`config.mk`:
```
export PLATFORM = sky130hd
export DESIGN_NAME = sorted_deadline_timer_queue
export DESIGN_NICKNAME = d
export VERILOG_FILES = /design/src/design/sdtq_pkg.sv /design/src/design/sdtq_datapath.sv /design/src/design/sdtq_ctrl.sv /design/src/design/sorted_deadline_timer_queue.sv
export SDC_FILE = /design/constraint.sdc
export NUM_CORES = 2
export LEC_CHECK = 0
export BUFFER_PORTS_ARGS = -buffer_cell sky130_fd_sc_hd__buf_2
export CORE_MARGIN = 2
export CORE_UTILIZATION = 58
export DETAILED_ROUTE_END_ITERATION = 10
export PLACE_DENSITY = 0.79
export SYNTH_ARGS = -nofsm -noshare
export SYNTH_HDL_FRONTEND = slang
export SYNTH_SLANG_ARGS = --single-unit
```
`constraint.sdc`:
```
create_clock -name clk -period 6.5 [get_ports clk]
set_clock_uncertainty 0.15 [all_clocks]
set_input_delay 0.325 -clock clk [delete_from_list [all_inputs] [get_ports clk]]
set_output_delay 0.325 -clock clk [all_outputs]
set_load 0.02 [all_outputs]
```
`src/design/sdtq_pkg.sv`:
```
`timescale 1ns / 1ps

package sdtq_pkg;

    localparam int NUM_IDS           = 16;
    localparam int ID_W              = 4;
    localparam int OP_W              = 2;
    localparam int STATUS_W          = 3;
    localparam int FIELD_TIME_W      = 64;
    localparam int DEFAULT_DEPTH     = 16;
    localparam int DEFAULT_TIME_BITS = 64;

    localparam int IN_FIELDS_W  = OP_W + ID_W + 2 * FIELD_TIME_W;
    localparam int IN_DATA_W    = ((IN_FIELDS_W + 7) / 8) * 8;
    localparam int OUT_FIELDS_W = ID_W + STATUS_W;
    localparam int OUT_DATA_W   = ((OUT_FIELDS_W + 7) / 8) * 8;

    localparam int OP_LSB  = 0;
    localparam int ID_LSB  = OP_LSB + OP_W;
    localparam int DL_LSB  = ID_LSB + ID_W;
    localparam int NOW_LSB = DL_LSB + FIELD_TIME_W;

    localparam logic [OP_W-1:0] OP_INSERT = 2'd0;
    localparam logic [OP_W-1:0] OP_CANCEL = 2'd1;
    localparam logic [OP_W-1:0] OP_CHECK  = 2'd2;

    localparam logic [STATUS_W-1:0] STAT_OK         = 3'd0;
    localparam logic [STATUS_W-1:0] STAT_EXPIRED    = 3'd1;
    localparam logic [STATUS_W-1:0] STAT_ALREADY    = 3'd2;
    localparam logic [STATUS_W-1:0] STAT_NOT_QUEUED = 3'd3;
    localparam logic [STATUS_W-1:0] STAT_NONE_DUE   = 3'd4;

    typedef struct packed {
        logic                capture;
        logic                eval;
        logic                do_insert;
        logic                do_remove;
        logic                do_pop;
        logic                load_out;
        logic                out_from_head;
        logic                out_zero;
        logic [STATUS_W-1:0] out_status;
        logic                out_last;
    } sdtq_cmd_t;

    typedef struct packed {
        logic [OP_W-1:0] op;
        logic            queued;
        logic            full;
        logic            due0;
        logic            due1;
    } sdtq_stat_t;

endpackage

```
`src/design/sdtq_datapath.sv`:
```
`timescale 1ns / 1ps

module sdtq_datapath
    import sdtq_pkg::*;
#(
    parameter int DEPTH     = DEFAULT_DEPTH,
    parameter int TIME_BITS = DEFAULT_TIME_BITS
)
(
    input  logic                  clk,
    input  logic                  rst_n,
    input  logic [IN_DATA_W-1:0]  in_data,
    input  sdtq_cmd_t             cmd,
    output sdtq_stat_t            stat,
    output logic [OUT_DATA_W-1:0] out_data,
    output logic                  out_last
);

    localparam int CAP   = (DEPTH < NUM_IDS) ? DEPTH : NUM_IDS;
    localparam int CNT_W = $clog2(CAP + 1);

    logic [OP_W-1:0]      op_reg;
    logic [ID_W-1:0]      id_reg;
    logic [TIME_BITS-1:0] ts_reg;
    logic [TIME_BITS-1:0] now_reg;

    logic [ID_W-1:0]      slot_id_reg [CAP];
    logic [TIME_BITS-1:0] slot_dl_reg [CAP];
    logic [CNT_W-1:0]     count_reg;
    logic [NUM_IDS-1:0]   flags_reg;

    logic [CAP-1:0] greater_reg;
    logic [CAP-1:0] before_reg;
    logic           due0_reg;
    logic           due1_reg;

    logic [ID_W-1:0]     o_id_reg;
    logic [STATUS_W-1:0] o_status_reg;
    logic                o_last_reg;

    logic [CAP-1:0] greater_vec;
    logic [CAP-1:0] match_vec;
    logic [CAP-1:0] before_vec;

    always_comb
    begin
        for (int i = 0; i < CAP; i++)
        begin
            greater_vec[i] = (CNT_W'(i) < count_reg) && (slot_dl_reg[i] > ts_reg);
            match_vec[i]   = (CNT_W'(i) < count_reg) && (slot_id_reg[i] == id_reg);
        end
        for (int i = 0; i < CAP; i++)
        begin
            before_vec[i] = 1'b0;
            for (int j = 0; j < CAP; j++)
            begin
                if (j <= i)
                begin
                    before_vec[i] = before_vec[i] | match_vec[j];
                end
            end
        end
    end

    always_ff @(posedge clk)
    begin
        if (cmd.capture)
        begin
            op_reg  <= in_data[OP_LSB +: OP_W];
            id_reg  <= in_data[ID_LSB +: ID_W];
            ts_reg  <= in_data[DL_LSB +: TIME_BITS];
            now_reg <= in_data[NOW_LSB +: TIME_BITS];
        end
        if (cmd.eval)
        begin
            greater_reg <= greater_vec;
            before_reg  <= before_vec;
            due0_reg    <= (count_reg > CNT_W'(0)) && (now_reg >= slot_dl_reg[0]);
            due1_reg    <= (count_reg > CNT_W'(1)) && (now_reg >= slot_dl_reg[1]);
        end
        if (cmd.load_out)
        begin
            o_status_reg <= cmd.out_status;
            o_last_reg   <= cmd.out_last;
            if (cmd.out_zero)
            begin
                o_id_reg <= '0;
            end
            else if (cmd.out_from_head)
            begin
                o_id_reg <= slot_id_reg[0];
            end
            else
            begin
                o_id_reg <= id_reg;
            end
        end
        if (cmd.do_insert)
        begin
            if ((count_reg == CNT_W'(0)) || greater_reg[0])
            begin
                slot_id_reg[0] <= id_reg;
                slot_dl_reg[0] <= ts_reg;
            end
            for (int i = 1; i < CAP; i++)
            begin
                if (greater_reg[i-1])
                begin
                    slot_id_reg[i] <= slot_id_reg[i-1];
                    slot_dl_reg[i] <= slot_dl_reg[i-1];
                end
                else if ((CNT_W'(i) == count_reg) || greater_reg[i])
                begin
                    slot_id_reg[i] <= id_reg;
                    slot_dl_reg[i] <= ts_reg;
                end
            end
        end
        else if (cmd.do_remove || cmd.do_pop)
        begin
            for (int i = 0; i < CAP - 1; i++)
            begin
                if (cmd.do_pop || before_reg[i])
                begin
                    slot_id_reg[i] <= slot_id_reg[i+1];
                    slot_dl_reg[i] <= slot_dl_reg[i+1];
                end
            end
        end
    end

    always_ff @(posedge clk or negedge rst_n)
    begin
        if (!rst_n)
        begin
            count_reg <= '0;
            flags_reg <= '0;
        end
        else if (cmd.do_insert)
        begin
            count_reg         <= count_reg + CNT_W'(1);
            flags_reg[id_reg] <= 1'b1;
        end
        else if (cmd.do_remove)
        begin
            count_reg         <= count_reg - CNT_W'(1);
            flags_reg[id_reg] <= 1'b0;
        end
        else if (cmd.do_pop)
        begin
            count_reg                 <= count_reg - CNT_W'(1);
            flags_reg[slot_id_reg[0]] <= 1'b0;
        end
    end

    assign stat.op     = op_reg;
    assign stat.queued = flags_reg[id_reg];
    assign stat.full   = (count_reg == CNT_W'(CAP));
    assign stat.due0   = due0_reg;
    assign stat.due1   = due1_reg;

    assign out_data = {{(OUT_DATA_W - OUT_FIELDS_W){1'b0}}, o_status_reg, o_id_reg};
    assign out_last = o_last_reg;

endmodule

```
`src/design/sdtq_ctrl.sv`:
```
`timescale 1ns / 1ps

module sdtq_ctrl
    import sdtq_pkg::*;
(
    input  logic       clk,
    input  logic       rst_n,
    input  logic       in_valid,
    output logic       in_ready,
    output logic       out_valid,
    input  logic       out_ready,
    input  sdtq_stat_t stat,
    output sdtq_cmd_t  cmd
);

    typedef enum logic [1:0] {
        S_IDLE,
        S_EVAL,
        S_DECIDE,
        S_SEND
    } state_t;

    state_t state_reg;
    state_t state_next;
    logic   valid_reg;
    logic   valid_next;
    logic   last_reg;
    logic   last_next;

    always_comb
    begin
        cmd        = '0;
        state_next = state_reg;
        valid_next = valid_reg;
        last_next  = last_reg;
        cmd.capture = in_valid && (state_reg == S_IDLE);
        case (state_reg)
            S_IDLE:
            begin
                if (in_valid)
                begin
                    state_next = S_EVAL;
                end
            end
            S_EVAL:
            begin
                cmd.eval   = 1'b1;
                state_next = S_DECIDE;
            end
            S_DECIDE:
            begin
                cmd.load_out = 1'b1;
                cmd.out_last = 1'b1;
                state_next   = S_SEND;
                valid_next   = 1'b1;
                case (stat.op)
                    OP_INSERT:
                    begin
                        if (stat.queued)
                        begin
                            cmd.out_status = STAT_ALREADY;
                        end
                        else if (stat.full)
                        begin
                            cmd.out_status = STAT_NOT_QUEUED;
                        end
                        else
                        begin
                            cmd.out_status = STAT_OK;
                            cmd.do_insert  = 1'b1;
                        end
                    end
                    OP_CANCEL:
                    begin
                        if (stat.queued)
                        begin
                            cmd.out_status = STAT_OK;
                            cmd.do_remove  = 1'b1;
                        end
                        else
                        begin
                            cmd.out_status = STAT_NOT_QUEUED;
                        end
                    end
                    OP_CHECK:
                    begin
                        if (stat.due0)
                        begin
                            cmd.out_status    = STAT_EXPIRED;
                            cmd.out_from_head = 1'b1;
                            cmd.out_last      = !stat.due1;
                            cmd.do_pop        = 1'b1;
                        end
                        else
                        begin
                            cmd.out_status = STAT_NONE_DUE;
                            cmd.out_zero   = 1'b1;
                        end
                    end
                    default:
                    begin
                        cmd.load_out = 1'b0;
                        state_next   = S_IDLE;
                        valid_next   = 1'b0;
                    end
                endcase
                last_next = cmd.out_last;
            end
            S_SEND:
            begin
                if (out_ready)
                begin
                    valid_next = 1'b0;
                    state_next = last_reg ? S_IDLE : S_EVAL;
                end
            end
            default:
            begin
                state_next = S_IDLE;
                valid_next = 1'b0;
            end
        endcase
    end

    always_ff @(posedge clk or negedge rst_n)
    begin
        if (!rst_n)
        begin
            state_reg <= S_IDLE;
            valid_reg <= 1'b0;
            last_reg  <= 1'b0;
        end
        else
        begin
            state_reg <= state_next;
            valid_reg <= valid_next;
            last_reg  <= last_next;
        end
    end

    assign in_ready  = (state_reg == S_IDLE);
    assign out_valid = valid_reg;

endmodule

```
`src/design/sorted_deadline_timer_queue.sv`:
```
`timescale 1ns / 1ps

// Sorted deadline timer queue.
// Commands arrive on the s_ stream: insert an entry with a deadline, cancel an
// entry, or present the current time. Results leave on the m_ stream, one
// transaction each, with tlast on the final result of a command.
// Entries are held in ascending deadline order; equal deadlines keep their
// insertion order. A time check pops every due entry from the head, one
// expired result per entry, or gives a single none-due result.
// Sequence: a command is taken in the idle state, evaluated in the next cycle,
// decided in the cycle after that, and its result is then shown in the send
// state until the receiver takes it; an insert or cancel then returns to idle
// for the next command. A time check passes through the evaluate, decide and
// send steps of the controller once per expired entry, around the slot shift.
// s_tready is low while a command is in progress, including while a result
// waits; a stalled receiver simply holds the result and the queue state.
// After reset the queue is empty and every entry is free; no clearing pass
// is needed.

module sorted_deadline_timer_queue
    import sdtq_pkg::*;
#(
    parameter int DEPTH     = DEFAULT_DEPTH,
    parameter int TIME_BITS = DEFAULT_TIME_BITS
)
(
    input  logic                  clk,
    input  logic                  rst_n,
    input  logic                  s_tvalid,
    output logic                  s_tready,
    // opcode, entry_id, deadline, now, zero fill
    input  logic [IN_DATA_W-1:0]  s_tdata,
    output logic                  m_tvalid,
    input  logic                  m_tready,
    // entry_id_out, status, zero fill
    output logic [OUT_DATA_W-1:0] m_tdata,
    output logic                  m_tlast
);

    sdtq_cmd_t  cmd;
    sdtq_stat_t stat;

    sdtq_ctrl u_ctrl (
        .clk       (clk),
        .rst_n     (rst_n),
        .in_valid  (s_tvalid),
        .in_ready  (s_tready),
        .out_valid (m_tvalid),
        .out_ready (m_tready),
        .stat      (stat),
        .cmd       (cmd)
    );

    sdtq_datapath #(
        .DEPTH     (DEPTH),
        .TIME_BITS (TIME_BITS)
    ) u_datapath (
        .clk      (clk),
        .rst_n    (rst_n),
        .in_data  (s_tdata),
        .cmd      (cmd),
        .stat     (stat),
        .out_data (m_tdata),
        .out_last (m_tlast)
    );

endmodule

```
* Word-level counts from Yosys, hierarchy flattened *
Memory sizes are Yosys's and may differ from the RTL's.
Cells that the tools add are included.

storage, ports and cells
  memories = 2
  output and inout port bits = 11
  input bits = 140
  word-level logic and storage cells = 521
  RAM bits = 1,088
  flip-flop bits (word level) = 200

cells by class
  equality and inequality tests = 38
  muxes and demuxes = 267
  reductions and logical operators = 77
  bitwise gates (word level) = 79
  $lt $le $gt $ge = 40
  add/subtract/negate cells = 2

memories
  name                    words  width  rd ports  clocked after Yosys merged registers in  wr ports  line                 text
  u_datapath.slot_dl_reg  16     64     16        0                                        16        sdtq_datapath.sv:28  logic [TIME_BITS-1:0] slot_dl_reg [CAP];
  u_datapath.slot_id_reg  16     4      16        0                                        16        sdtq_datapath.sv:27  logic [ID_W-1:0] slot_id_reg [CAP];

operators with widths
  cell                                                           count
  two-way mux 64 bit                                             30
  greater-than comparator 64 bit                                 16
  two-way mux 1 bit                                              185
  >= comparator 64 bit                                           2
  two-way mux 4 bit                                              31
  OR 1 bit                                                       74
  equality test 4 bit                                            15
  two-way mux 16 bit                                             3
  equality test 4 x 5 -> 1 bit, first input constant             8
  < comparator 4 x 5 -> 1 bit, first input constant              8
  logical AND 1 bit                                              36
  bitwise AND 16 bit                                             2
  logical OR 1 bit                                               32
  NOT 16 bit                                                     2
  equality test 3 x 5 -> 1 bit, first input constant             4
  < comparator 3 x 5 -> 1 bit, first input constant              4
  OR 16 bit                                                      1
  two-way mux 5 bit                                              3
  two-way mux 2 bit                                              7
  equality test 2 x 5 -> 1 bit, first input constant             2
  greater-than comparator 5 x 1 -> 1 bit, second input constant  2
  < comparator 1 x 5 -> 1 bit, first input constant              2
  < comparator 2 x 5 -> 1 bit, first input constant              2
  < comparator 4 x 5 -> 1 bit, second input constant             2
  22 further kinds                                               30

* Longest topological paths before layout *
An unclocked memory read counts as a cell.

  depth in word-level cells = 17
  depth in mapped cells = 13
  mapped depth without buffers = 9

* Cells and area by module *
A second synthesis with hierarchy kept.

unflattened totals
  cells, all modules = 8,789
  area, all modules = 85,868.6 µm²

modules (own cells, without submodules)
  module         sequential area each (µm²)  cells an instance  instances  area an instance (µm²)
  sdtq_datapath  38,451.9                    8,758              1          85,570.8
  sdtq_ctrl      100.1                       31                 1          297.8

* Worst setup path after synthesis *
Ideal clock, no wire load.

  path type = flip-flop to flip-flop
  from = register u_datapath.id_reg[2]
  to = memory u_datapath.slot_dl_reg[7][100] (netlist name) (enable)
  slack = 382 ps
  path buffers = 5
  setup time = 516 ps
  arrival = 5,451 ps
  stages on the path, launching flop included = 11
  data required time = 5,834 ps
  clock period less this slack = 6,118 ps
  cells stage by stage = edfxtp_1 -> buf_2 -> mux4_2 -> mux2i_1 -> mux2_2 -> nand2_1 -> buf_2 -> buf_2 -> clkbuf_1 -> buf_1 -> a21oi_1

RTL lines
  element                 line                 text
  from (decl)             sdtq_datapath.sv:23  logic [ID_W-1:0] id_reg;
  from (signal assigned)  sdtq_datapath.sv:70  id_reg <= in_data[ID_LSB +: ID_W];
  to (decl)               sdtq_datapath.sv:28

* Worst setup path after layout *
  from = register u_datapath.ts_reg[62]
  to = register u_datapath.greater_reg[5] (data pin)

between the ends
  cells in the longest elaborated chain, start to end = 2

ends and longest elaborated chain
  element                         line                 text
  from (decl)                     sdtq_datapath.sv:24  logic [TIME_BITS-1:0] ts_reg;
  from (signal assigned)          sdtq_datapath.sv:71  ts_reg <= in_data[DL_LSB +: TIME_BITS];
  greater-than comparator 64 bit  sdtq_datapath.sv:49  greater_vec[i] = (CNT_W'(i) < count_reg) && (slot_dl_reg[i] > ts_reg);
  logical AND 1 bit               sdtq_datapath.sv:49
  via u_datapath.greater_vec[5]   sdtq_datapath.sv:41  logic [CAP-1:0] greater_vec;
  to (signal assigned)            sdtq_datapath.sv:76  greater_reg <= greater_vec;
  to (decl)                       sdtq_datapath.sv:32  logic [CAP-1:0] greater_reg;

The timed path passes the listed nets, and every way through them passes these cells.
A chain may end at the register's enable or synchronous reset.

==> reports/results.tsv <==
stage	metric	value	unit
job	timing.max_cap.violations	0	
setup_path	reg2reg_depth	9	
hold_path	hold_class	in -> reg	
cts	numClockSinks	1288	
global_route	grt_pass1_vias	69800	
cts	clk_pin_slew	0.06	ns
timing	worstMarginPinSlew	1.42	ns
global_route	gr-total-overflow	0	
floorplan	coreArea	0.149	mm^2
synthesis	synth.most_common_cell	nand2_1	
synthesis	yosys.area.top_type	edfxtp_1	
route	drt.antenna.violating_nets	0	
setup_path	crit_fanout	17	
setup_path	critical_path_class	reg -> reg	
route	vias	73100	
cells_and_area	multi_input_area	0.0455	mm^2
floorplan	die_w	392	um
cts	clk_latency	0.81	ns
place	io_buffers	147	
synthesis	synthArstFlopShare	1.94	%
synthesis	yosys.cell_types.count	79	
synthesis	ys_ff_latch	1288	
setup_path	reg2reg_from	u_datapath.ts_reg[62]	
synthesis	yosysSeqAreaShare	44.2	%
global_route	grt_max_degree	168	
hold_path	hold-path-cell-count	2	
cells_and_area	largest_reg_flops	1024	
route	wire_per_inst	27.9	um
synthesis	synthFlopType	edfxtp_1	
timing	period_share	84.7	%
synthesis	synth_edf_count	1263	
synthesis	synth.area.top_cells	edfxtp_1 44%, ha_1 17%, nand2_1 6.8%, mux2i_1 6.3%, o221ai_1 4.1%	
setup_path	cp_slowest_cell	nor4_1	
floorplan	rows	142	
timing	fin_setup_tns	0	ns
floorplan	start_util	58.3	%
floorplan	die_area	0.153	mm^2
cells_and_area	nNetsFinal	9680	
timing	clock.fmax	0.182	GHz
setup_path	cp-start-kind	flip-flop	
timing	holdWs	0.0741	ns
setup_path	reg2reg_slack	0.99	ns
global_route	grt_use_total	37.4	%
synthesis	yosysWarnings	0	
cts	cts_tree	done	
cts	numCtsBuffers	147	
hold_path	worstHoldStart	s_tdata[21]	
timing	rsz0062_at_grt	no	
synthesis	synth_nets	9660	
synthesis	synth_top_area_share	43.5	%
place	gp_congestion	0.982	
setup_path	crit_chain	inv_1 -> ha_1 -> nand4_1 -> or2_2 -> nor4_1 -> nand3_1 -> nor3_1 -> nor2_1 -> o21a_1	
timing	slew_headroom	4.75	%
hold_path	min_to	u_datapath.ts_reg[15]	
cts	h-tree-depth	4	
setup_path	path_buf_inv	1	
synthesis	synth_area_per_cell	10.4	um^2
outcome	status	complete, no violations	
route	drc	0	
timing	setup_viol_count_final	0	
place	dp_hpwl	200	mm
power_and_ir_drop	irDropWorstVdd	379	uV
setup_path	critPathRequiredTime	6.90	ns
route	vias_per_cell	6.95	
power_and_ir_drop	total_leakage_power	36.8	nW
cells_and_area	final.fill_count	11500	
route	first_iter_violations	10500	
route	wl	293	mm
timing	finalHoldViolCount	0	
setup_path	arrival	5.91	ns
setup_path	worstReg2RegEnd	u_datapath.greater_reg[5]	
cts	cts_setup_buffers	0	
timing	drv_slew	0	
cts	root_buffer	clkbuf_16	
floorplan	die_h	392	um
setup_path	slowest_delay	0.92	ns
setup_path	critPathTopFamily	simple AND/OR/NAND/NOR gates	
global_route	antenna_found_initial	17	
cells_and_area	area_growth	9.71	%
timing	min_period	5.51	ns
cts	clockBufferDepth	3	
cells_and_area	regArea	0.0386	mm^2
power_and_ir_drop	power_density	348	mW/mm^2
cells_and_area	final_core_utilization	64.0	%
synthesis	netlist_instances	8363	
synthesis	synth_common_cells	1584 x nand2_1, 1263 x edfxtp_1, 1157 x ha_1	
synthesis	synthesis.area	0.0871	mm^2
setup_path	worst_setup_path_end_kind	flip-flop	
global_route	grt_pass1_wl	436	mm
cells_and_area	drive_gt1_share	7.31	%
floorplan	ios	151	
route	drt_pass1_iterations	6	
## where the power goes
group	switching, W	leakage, nW	internal [W]
combinational	0.00755	22.6	0.00380
sequential	0.00180	12.0	0.0117
clock	0.00365	2.29	0.00477
total	0.0130	36.8	0.0202
## cell type report
cell class              instances  area share [%]
repair buffers                412            3.51
clock buffers                 190            4.17
diodes                          4          0.0105
well taps                    2016            2.64
flip-flops and latches       1288            40.3
clock inverters                72           0.732
multi-input cells            6288            47.6
inverters                     246           0.966
## cell families after synthesis
family	after synthesis	synth area share (%)
compound gates	2082	15.6
xor+xnor	64	0.643
fa+ha+maj	1157	16.6
buf+inv	787	3.81
flops	1288	44.2
mux	625	7.36
other cells	1	0.00430
simple gates	2359	11.8
## stage by stage
stage / std cells / area (um^2) / total power [W] / worst slack [ns]
global route: 10500 / 95600 / 0.0346 / 1.09
finish: 10500 / 95600 / 0.0332 / 0.992
floorplan: 8363 / 87100 / 0.0202 / 0.382
detailed placement: 10100 / 89500 / 0.0243 / 1.40
global placement: 10100 / 89500 / 0.0237 / 1.36
CTS: 10500 / 95600 / 0.0327 / 1.38
## placed cells by master (no fill, tap or decap), drive strengths merged, types with 77 or more instances in the layout
| cell | instances |
|---|---|
| a21oi | 366 |
| edfxtp | 1263 |
| buf | 274 |
| nand4 | 176 |
| nand2 | 1586 |
| mux2i | 546 |
| a21o | 158 |
| a22o | 77 |
| inv | 253 |
| nand3 | 121 |
| o221ai | 406 |
| nor2 | 185 |
| clkbuf | 190 |
| ha | 1157 |
| dlygate4sd3 | 138 |
| o21ai | 767 |
## worst max-delay path by stage
stage	start	end	slack, ns	cells past startpoint
global placement	u_datapath.ts_reg[61]	u_datapath.greater_reg[5]	1.36	9
floorplan	u_datapath.id_reg[2]	u_datapath.slot_dl_reg[7][100]	0.38	10
global route	u_datapath.ts_reg[61]	u_datapath.greater_reg[8]	1.09	9
CTS	u_datapath.ts_reg[62]	u_datapath.greater_reg[5]	1.38	9
finish	u_datapath.ts_reg[62]	u_datapath.greater_reg[5]	0.99	9
detailed placement	u_datapath.ts_reg[62]	u_datapath.greater_reg[5]	1.40	9
## per-layer routing
metal | vias up | wire [um] | GRT usage [%]
li1 | 31800 | - | -
met1 | 35300 | 111000 | 50.7
met2 | 5146 | 122000 | 53.3
met3 | 830 | 43200 | 12.4
met4 | 20 | 16500 | 19.2
met5 | - | 139 | 0
## what timing repair did
item / 4_1_cts / 5_1_grt
hold buffers: 139 / 0
endpoints found under the hold margin: 168 / 0
resized for setup: 0 / 0
Power figures use the tool's default switching activity.
